[config.mk]
export PLATFORM = sky130hd
export DESIGN_NAME = mi3_queue
export DESIGN_NICKNAME = d
export VERILOG_FILES = /design/src/sv/mi3_pkg.sv /design/src/sv/mi3_queue.sv
export SDC_FILE = /design/constraint.sdc
export NUM_CORES = 1
export LEC_CHECK = 0
export BUFFER_PORTS_ARGS = -buffer_cell sky130_fd_sc_hd__buf_4
export CAP_MARGIN = 10
export CORE_AREA = 2 2 536 538
export CTS_BUF_LIST = sky130_fd_sc_hd__clkbuf_8
export DETAILED_ROUTE_END_ITERATION = 10
export DIE_AREA = 0 0 538 540
export HOLD_SLACK_MARGIN = 0.02
export PLACE_DENSITY = 0.35
export REMOVE_ABC_BUFFERS = 1
export SLEW_MARGIN = 40
export SYNTH_ARGS = -nofsm -noshare
export SYNTH_HDL_FRONTEND = slang
export SYNTH_SLANG_ARGS = --single-unit
[constraint.sdc]
create_clock -name clk_i -period 57.4 [get_ports clk_i]
set_input_delay 5.74 -clock clk_i [delete_from_list [all_inputs] [get_ports clk_i]]
set_output_delay 5.74 -clock clk_i [all_outputs]
set_load 0.01 [all_outputs]
[src/sv/mi3_pkg.sv]
`default_nettype none

package mi3_pkg;

  localparam int unsigned EW    = 32;
  localparam int unsigned NEL   = 9;
  localparam int unsigned CW    = 65;
  localparam int unsigned CMW   = 64;
  localparam int unsigned DW    = 97;
  localparam int unsigned DMW   = 96;
  localparam int unsigned QW    = 33;
  localparam int unsigned RW    = DMW + QW + 1;
  localparam int unsigned QD    = 2;
  localparam int unsigned FSTG  = 7;

  localparam logic [QW:0]   POS_LIMIT = (QW + 1)'(64'h7FFF_FFFF);
  localparam logic [QW:0]   NEG_LIMIT = (QW + 1)'(64'h8000_0000);
  localparam logic [EW-1:0] POS_SAT   = 32'h7FFF_FFFF;
  localparam logic [EW-1:0] NEG_SAT   = 32'h8000_0000;

  typedef struct packed {
    logic signed [EW-1:0] m_r0c0;
    logic signed [EW-1:0] m_r0c1;
    logic signed [EW-1:0] m_r0c2;
    logic signed [EW-1:0] m_r1c0;
    logic signed [EW-1:0] m_r1c1;
    logic signed [EW-1:0] m_r1c2;
    logic signed [EW-1:0] m_r2c0;
    logic signed [EW-1:0] m_r2c1;
    logic signed [EW-1:0] m_r2c2;
  } in_t;

  typedef struct packed {
    logic signed [EW-1:0] inv_r0c0;
    logic signed [EW-1:0] inv_r0c1;
    logic signed [EW-1:0] inv_r0c2;
    logic signed [EW-1:0] inv_r1c0;
    logic signed [EW-1:0] inv_r1c1;
    logic signed [EW-1:0] inv_r1c2;
    logic signed [EW-1:0] inv_r2c0;
    logic signed [EW-1:0] inv_r2c1;
    logic signed [EW-1:0] inv_r2c2;
    logic                 singular;
  } out_t;

  typedef struct packed {
    logic                      singular;
    logic                      det_neg;
    logic [DMW-1:0]            det_mag;
    logic [NEL-1:0]            cof_neg;
    logic [NEL-1:0][CMW-1:0]   cof_mag;
  } job_t;

endpackage

`default_nettype wire

[src/sv/mi3_queue.sv]
`default_nettype none

module mi3_queue (
  input  wire logic          clk_i,
  input  wire logic          rst_ni,
  input  wire logic          push_i,
  input  wire mi3_pkg::job_t push_data_i,
  output logic               ready_o,
  input  wire logic          pop_i,
  output logic               empty_o,
  output mi3_pkg::job_t      pop_data_o
);
  import mi3_pkg::*;

  localparam int unsigned AW = $clog2(QD);

  job_t              mem_q [QD];
  logic [AW-1:0]     wr_q;
  logic [AW-1:0]     rd_q;
  logic [AW:0]       cnt_q;

  assign empty_o    = (cnt_q == '0);
  assign ready_o    = (cnt_q != (AW + 1)'(QD)) || pop_i;
  assign pop_data_o = mem_q[rd_q];

  always_ff @(posedge clk_i or negedge rst_ni) begin
    if (!rst_ni) begin
      wr_q  <= '0;
      rd_q  <= '0;
      cnt_q <= '0;
    end else begin
      if (push_i) begin
        wr_q <= (wr_q == AW'(QD - 1)) ? '0 : wr_q + 1'b1;
      end
      if (pop_i) begin
        rd_q <= (rd_q == AW'(QD - 1)) ? '0 : rd_q + 1'b1;
      end
      if (push_i && !pop_i) begin
        cnt_q <= cnt_q + 1'b1;
      end else if (pop_i && !push_i) begin
        cnt_q <= cnt_q - 1'b1;
      end
    end
  end

  always_ff @(posedge clk_i) begin
    if (push_i) begin
      mem_q[wr_q] <= push_data_i;
    end
  end

endmodule

`default_nettype wire

* Yosys cells after proc, flatten, opt, wreduce, memory -nomap -nowiden
Memories as Yosys holds them, arrays and structs flattened.
Index checks and enable logic that the tools add are counted.
** Storage, ports and cells
- Bits in registers :: 4
- Bits in writable memories :: 1366
- Memories kept :: 1
** Memories
- mem_q :: words 2, bits a word 683, rd ports 1, clocked after Yosys merged registers in 0, wr ports 1, RTL line mi3_queue.sv:17 : job_t mem_q [QD];
** Operators by class
- Add/subtract/negate cells :: 4
- Eq/ne operators :: 1
- Multiplexer cells :: 6
- Reductions and logical operators :: 7
** Operator list (number)
- 1-bit two-way mux :: 4
- 2-bit two-way mux :: 2
- 1-bit adder, second input constant :: 2
- 2-bit by 1-bit adder with 2-bit output, second input constant :: 1
- 1-bit logical AND :: 2
- 1-bit zero test :: 2
- 2-bit zero test :: 1
- 2-bit inequality test, second input constant :: 1
- 2-bit nonzero test :: 1
- 2-bit by 1-bit subtractor with 2-bit output, second input constant :: 1
- 1-bit logical OR :: 1

* Longest topological paths before layout
Gate-level depths: netlist of the first run.
- Depth in word-level cells :: 4
- Depth in mapped cells :: 5
- Gate-level depth less buffers :: 5

* Worst setup path before layout of the first run
No wires, ideal clock.
- Path type :: input to register
- Start point :: input push_i
- End point :: memory mem_q[0][0] (netlist bit) (enable)
- Arrival time :: 34.995 ns
- Setup slack :: 20.576 ns
- Cell stages on the path :: 1
- Path buffers :: 0
- Cell sequence :: nor2b_1
** On the way
- Longest elaborated chain between the ends :: 2
** RTL lines
- start, declared :: RTL line mi3_queue.sv:6 : input wire logic push_i,
- 1-bit two-way mux :: RTL line mi3_queue.sv:47 : if (push_i) begin
- 1-bit two-way mux (not written as such) :: RTL line mi3_queue.sv:48 : mem_q[wr_q] <= push_data_i;
- end, declared :: RTL line mi3_queue.sv:17
Every way passes these cells.

* Worst setup path after layout of the first run
- Start point :: input pop_i
- End point :: output ready_o
** On the way
- Longest elaborated chain between the ends :: 1
** RTL lines
- start, declared :: RTL line mi3_queue.sv:9 : input wire logic pop_i,
- 1-bit logical OR :: RTL line mi3_queue.sv:23 : assign ready_o = (cnt_q != (AW + 1)'(QD)) || pop_i;
- end, declared :: RTL line mi3_queue.sv:8 : output logic ready_o,
Every way passes these cells.

==> impl_metrics.toml, run 1 <==
[outcome]
status = "finished, final reports clean"

[sta]
rsz0062_at_grt = "no"
finalHoldViolations = 0
report.final.slew_viol_count = 0
setup_viol = 0
slew_headroom_pct = 47.5
fin_crit_ns = 11.95
hold-worst-slack_ns = 0.504
tightest_slew_ns = 0.788
fmax_mhz = 83.6
skew_ns = 0.0373
period_share_pct = 20.8
fin_tns_setup_ns = 0

[clocking]
cts_root_buf = "clkbuf_8"
tritoncts = "yes"
ctsHoldBuffers = 0
ctsHtreeMaxLevel = 5
cts_resized = 0
cts_made_buffers = 270
cts_buffer_depth = 4
clock_latency_ns = 0.94
clock_sinks = 1370
path_clk_slew_ns = 0.05
cts_setup_buffers = 0

[setup_path]
cp_max_fo = 2
cp_data_arrival_time_ns = 6.21
crit_slowest_cell = "buf_4"
end_kind = "primary output"
crit_path_frequent_cell = "buf_4"
cpPeakStageDelay_ns = 0.16
critical_path.cell_chain = "buf_4 -> inv_1 -> nand3b_1 -> buf_4"
path_class = "in -> out"
critPathLaunchType = "primary input"
critical_path_required_ns = 51.66

[layout]
drive_gt1_share_pct = 61.2
fillers = 29600
stdcell_count = 7721
design_area_mm2 = 0.0692
layout.nets = 4439
syn_to_final_growth_pct = 38.9

[place]
placed_cell_area_mm2 = 0.0644
io_buffers = 1371
place_inst = 7240
dp_hpwl_mm = 140
gp_congestion = 0.779

[floorplan]
dieArea_mm2 = 0.291
chipHeight_um = 540
io_pins = 1372
num_rows = 196
dieWidth_um = 538
core_mm2 = 0.284
floorplan.initialDensity_pct = 17.5

[synthesis]
syn_area_per_cell_um2 = 23.3
synth_area_mm2 = 0.0498
ys_ff_latch = 1370
ys_seq_area_share_pct = 82.5
synth_cell_types = 14
synthCells = 2141
ys_warn_count = 0

[global_routing]
grt_max_degree = 118
grt_pass1_vias = 29300
grt_pass1_wl_mm = 246
antenna_found_initial = 63
overflow = 0
grt_usage_pct = 12.2

[detailed_routing]
wl_per_cell_um = 24.2
dr.pass1.iters = 5
vias_per_cell = 3.53
routed_wl_mm = 187
drtIter0Drc = 1451
vias = 27300
antenna_left = 0
drcViolationCount = 0

[power]
peakVddDrop_mv = 0.0228
finalPower_w = 0.00341
p_leak_nw = 25.2
power.density_mw_per_mm2 = 49.2

[job]
drv.max_cap_violation_count = 0

[hold_path]
min_path_type = "reg -> reg"
-- logic make-up after synthesis --
logic type               Yosys count  share of synthesized area [%]
AND/OR/NAND/NOR                    5                         0.0553
XOR/XNOR                           5                         0.0879
adder cells (fa/ha/maj)            1                         0.0251
multiplexers                     683                           15.4
flip-flops                      1370                           82.5
buffers and inverters             77                           1.85
-- through the flow --
step | util (%) | setup WS [ns]
2_1_floorplan | - | 20.58
6_report | 24.3 | 45.45
3_3_place_gp | 22.6 | 45.43
3_5_place_dp | 22.6 | 45.44
5_1_grt | 24.3 | 45.41
4_1_cts | 24.3 | 45.44
-- metal layers --
layer	track usage [%]	wire, µm	up-vias
met3	7.02	24100	386
met1	12.7	67400	13600
li1	-	-	11900
met2	20.7	90000	1273
met5	0	389	-
met4	3.77	5160	58
-- cells in the mapped netlist --
library cell | count | share of area (%)
buf_6 | 44 | 0.99
ha_1 | 1 | 0.025
nor2_1 | 2 | 0.015
nor2b_1 | 1 | 0.013
xnor2_1 | 1 | 0.018
inv_1 | 1 | 0.0075
nand3b_1 | 1 | 0.015
xor2_1 | 4 | 0.070
edfxtp_1 | 1366 | 82
mux2_2 | 683 | 15
and2_1 | 1 | 0.013
clkbuf_8 | 30 | 0.83
buf_2 | 2 | 0.020
dfrtp_1 | 4 | 0.20
-- path summary, 6_finish.rpt --
| check | startpoint | endpoint | slack (ns) | cells after the start |
|---|---|---|---|---|
| max in group asynchronous | rst_ni | rd_q | 52.66 | 1 |
| min reg2reg | cnt_q[1] | cnt_q[1] | 0.50 | 1 |
| max | pop_i | ready_o | 45.45 | 4 |
| min in group asynchronous | rst_ni | rd_q | 4.62 | 1 |
| min | cnt_q[1] | cnt_q[1] | 0.50 | 1 |
| max reg2reg | wr_q | mem_q[1][8] | 52.65 | 7 |
-- state kept, by name (all words and copies together) (netlist names) --
register,cells
wr_q,1
rd_q,1
mem_q,1366
cnt_q,2
-- layout make-up --
type | instances | area [µm²] | share of cell area [%]
inverters | 1 | 3.75 | 0.00542
clock inverters | 188 | 961 | 1.39
flip-flops and latches | 1370 | 41100 | 59.4
diodes | 19 | 47.5 | 0.0687
repair buffers | 1414 | 10800 | 15.6
well taps | 3762 | 4710 | 6.80
multi-input cells | 694 | 7780 | 11.3
clock buffers | 273 | 3760 | 5.43
-- where the power goes --
part / total, W / switching, W / leakage (nW) / internal, W
logic: 0.00114 / 0.000631 / 9.60 / 0.000512
clock network: 0.000892 / 0.000438 / 2.76 / 0.000454
registers: 0.00137 / 0.0000436 / 12.9 / 0.00133
-- cells in the final DEF (no fill, tap or decap), types with 6 or more instances in the layout --
master	Yosys	layout
inv_1	1	99
edfxtp_1	1366	1366
clkinv_2	0	12
clkbuf_8	30	273
inv_8	0	7
buf_12	0	6
buf_4	0	1389
clkinv_1	0	51
mux2_2	683	683
clkinvlp_4	0	6
buf_6	44	16
diode_2	0	19
-- worst max-delay path: cells and delay by family --
kind,cells,cell delay (ns)
and+or+nand+nor,1,0.10
buffers and inverters,3,0.38
(Power assumes the default switching activity.)
==> run 2: changes to the inputs <==
--- a/config.mk
+++ b/config.mk
@@ -12,7 +12,7 @@
 export DETAILED_ROUTE_END_ITERATION = 10
 export DIE_AREA = 0 0 538 540
 export HOLD_SLACK_MARGIN = 0.02
-export PLACE_DENSITY = 0.35
+export PLACE_DENSITY = 0.36
 export REMOVE_ABC_BUFFERS = 1
 export SLEW_MARGIN = 40
 export SYNTH_ARGS = -nofsm -noshare
==> constraint.sdc (replaced) <==
create_clock -name clk_i -period 9.66 [get_ports clk_i]
set_input_delay 0.966 -clock clk_i [delete_from_list [all_inputs] [get_ports clk_i]]
set_output_delay 0.966 -clock clk_i [all_outputs]
set_load 0.01 [all_outputs]
==> run 2 against run 1 <==
Compared with the run above: setup slack worse by 41 ns; die area unchanged; sequential power rose to 5.9 times the previous value; sequential share of layout area shrank 0.11 points; hold slack worse by 0.29 ns; via count up 0.17%; highest routed layer unchanged.
==> impl_metrics.toml, run 2 (same netlist as run 1, synthesis figures left out) <==
[outcome]
status = "finished, final reports clean"

[floorplan]
dieArea_mm2 = 0.291
floorplan.initialDensity_pct = 17.5
chipHeight_um = 540
dieWidth_um = 538
io_pins = 1372
core_mm2 = 0.284
num_rows = 196

[global_routing]
grt_max_degree = 129
grt_usage_pct = 12.1
overflow = 0
grt_pass1_vias = 28800
grt_pass1_wl_mm = 243
antenna_found_initial = 77

[clocking]
tritoncts = "yes"
cts_buffer_depth = 4
path_clk_slew_ns = 0.06
cts_resized = 0
ctsHtreeMaxLevel = 5
cts_made_buffers = 271
clock_latency_ns = 0.91
cts_root_buf = "clkbuf_8"
clock_sinks = 1370

[sta]
fin_tns_setup_ns = 0
finalHoldViolations = 0
fmax_mhz = 207
skew_ns = 0.0451
period_share_pct = 50.0
setup_viol = 0
tightest_slew_ns = 0.911
report.final.slew_viol_count = 0
rsz0062_at_grt = "no"
slew_headroom_pct = 39.3
fin_crit_ns = 4.83
hold-worst-slack_ns = 0.219

[power]
p_leak_nw = 25.3
peakVddDrop_mv = 0.156
finalPower_w = 0.0203
power.density_mw_per_mm2 = 292

[layout]
top_register = "mem_q"
layout.nets = 4434
drive_gt1_share_pct = 61.0
fillers = 29600
reg_top3 = "mem_q (1366), cnt_q (2)"
largest_reg_flops = 1366
layout_commonest_cell = "buf_4"
syn_to_final_growth_pct = 39.2
design_area_mm2 = 0.0693
final_cell_mix = "buf_4, edfxtp_1, mux2_2"

[detailed_routing]
wl_per_cell_um = 24.0
routed_wl_mm = 185
antenna_left = 0
drcViolationCount = 0
vias = 27300
dr.pass1.iters = 5
drtIter0Drc = 1220
vias_per_cell = 3.53

[place]
placed_cell_area_mm2 = 0.0644
dp_hpwl_mm = 137
gp_congestion = 0.791
io_buffers = 1371

[setup_path]
cp_max_fo = 98
path_class = "reg -> out"
cp_data_arrival_time_ns = 3.86
critPathLaunchType = "register"
critical_path_required_ns = 8.69
cpPeakStageDelay_ns = 0.72
critical_path.cell_chain = "buf_12 -> buf_12 -> buf_16 -> mux2_2 -> buf_4"
crit_path_frequent_cell = "buf_12"
crit_slowest_cell = "dfrtp_4"
end_kind = "primary output"

[hold_path]
min_path_type = "in -> reg"

[job]
drv.max_cap_violation_count = 0
run 2: power breakdown:
part / internal (W) / switching (W)
Combinational: 0.00307 / 0.00377
Sequential: 0.00788 / 0.000221
Clock: 0.00273 / 0.00258
Total: 0.0137 / 0.00658
run 2: timing repair:
item / 4_1_cts / 5_1_grt
hold buffers: 1 / 0
setup buffers: 0 / 0
hold endpoints to repair: 4 / 0
run 2: path summary, 6_finish.rpt:
check | start | to | slack [ns] | cells after the start
max | rd_q | pop_data_o[51] | 4.83 | 5
min | push_data_i[305] | mem_q[0][305] | 0.22 | 1
max reg2reg | wr_q | mem_q[0][657] | 6.67 | 4
min reg2reg | cnt_q[1] | cnt_q[1] | 0.50 | 1
max in group asynchronous | rst_ni | rd_q | 9.08 | 2
min in group asynchronous | rst_ni | cnt_q[1] | 0.42 | 2
run 2: critical path: cells and delay by family, from the launching register on:
| family | cells | cell delay (ns) |
|---|---|---|
| mux | 1 | 0.44 |
| buf+inv | 4 | 1.42 |
| flops | 1 | 0.72 |
run 2: layer usage:
metal / GRT usage, % / part of all wire, %
met1: 13.1 / 37
met2: 19.8 / 47
met3: 7.13 / 13
met4: 3.44 / 2.4
met5: 0 / 0.25
run 2: cell type report:
cell class                      count  area, µm²  share of cell area [%]
Multi-Input combinational cell    694       7780                    11.2
Clock inverter                    196        972                    1.40
Sequential cell                  1370      41100                    59.3
Clock buffer                      277       3810                    5.50
Antenna cell                       19       47.5                  0.0686
Inverter                            1       3.75                 0.00541
Tap cell                         3762       4710                    6.79
Timing Repair Buffer             1408      10900                    15.7
run 2: stage by stage:
step	util [%]	instances	setup slack, ns
2_1_floorplan	-	2065	-22.61
3_3_place_gp	22.6	7227	5.52
3_5_place_dp	22.6	7230	5.77
4_1_cts	24.3	7704	4.66
5_1_grt	24.4	7711	4.55
6_report	24.4	7727	4.83
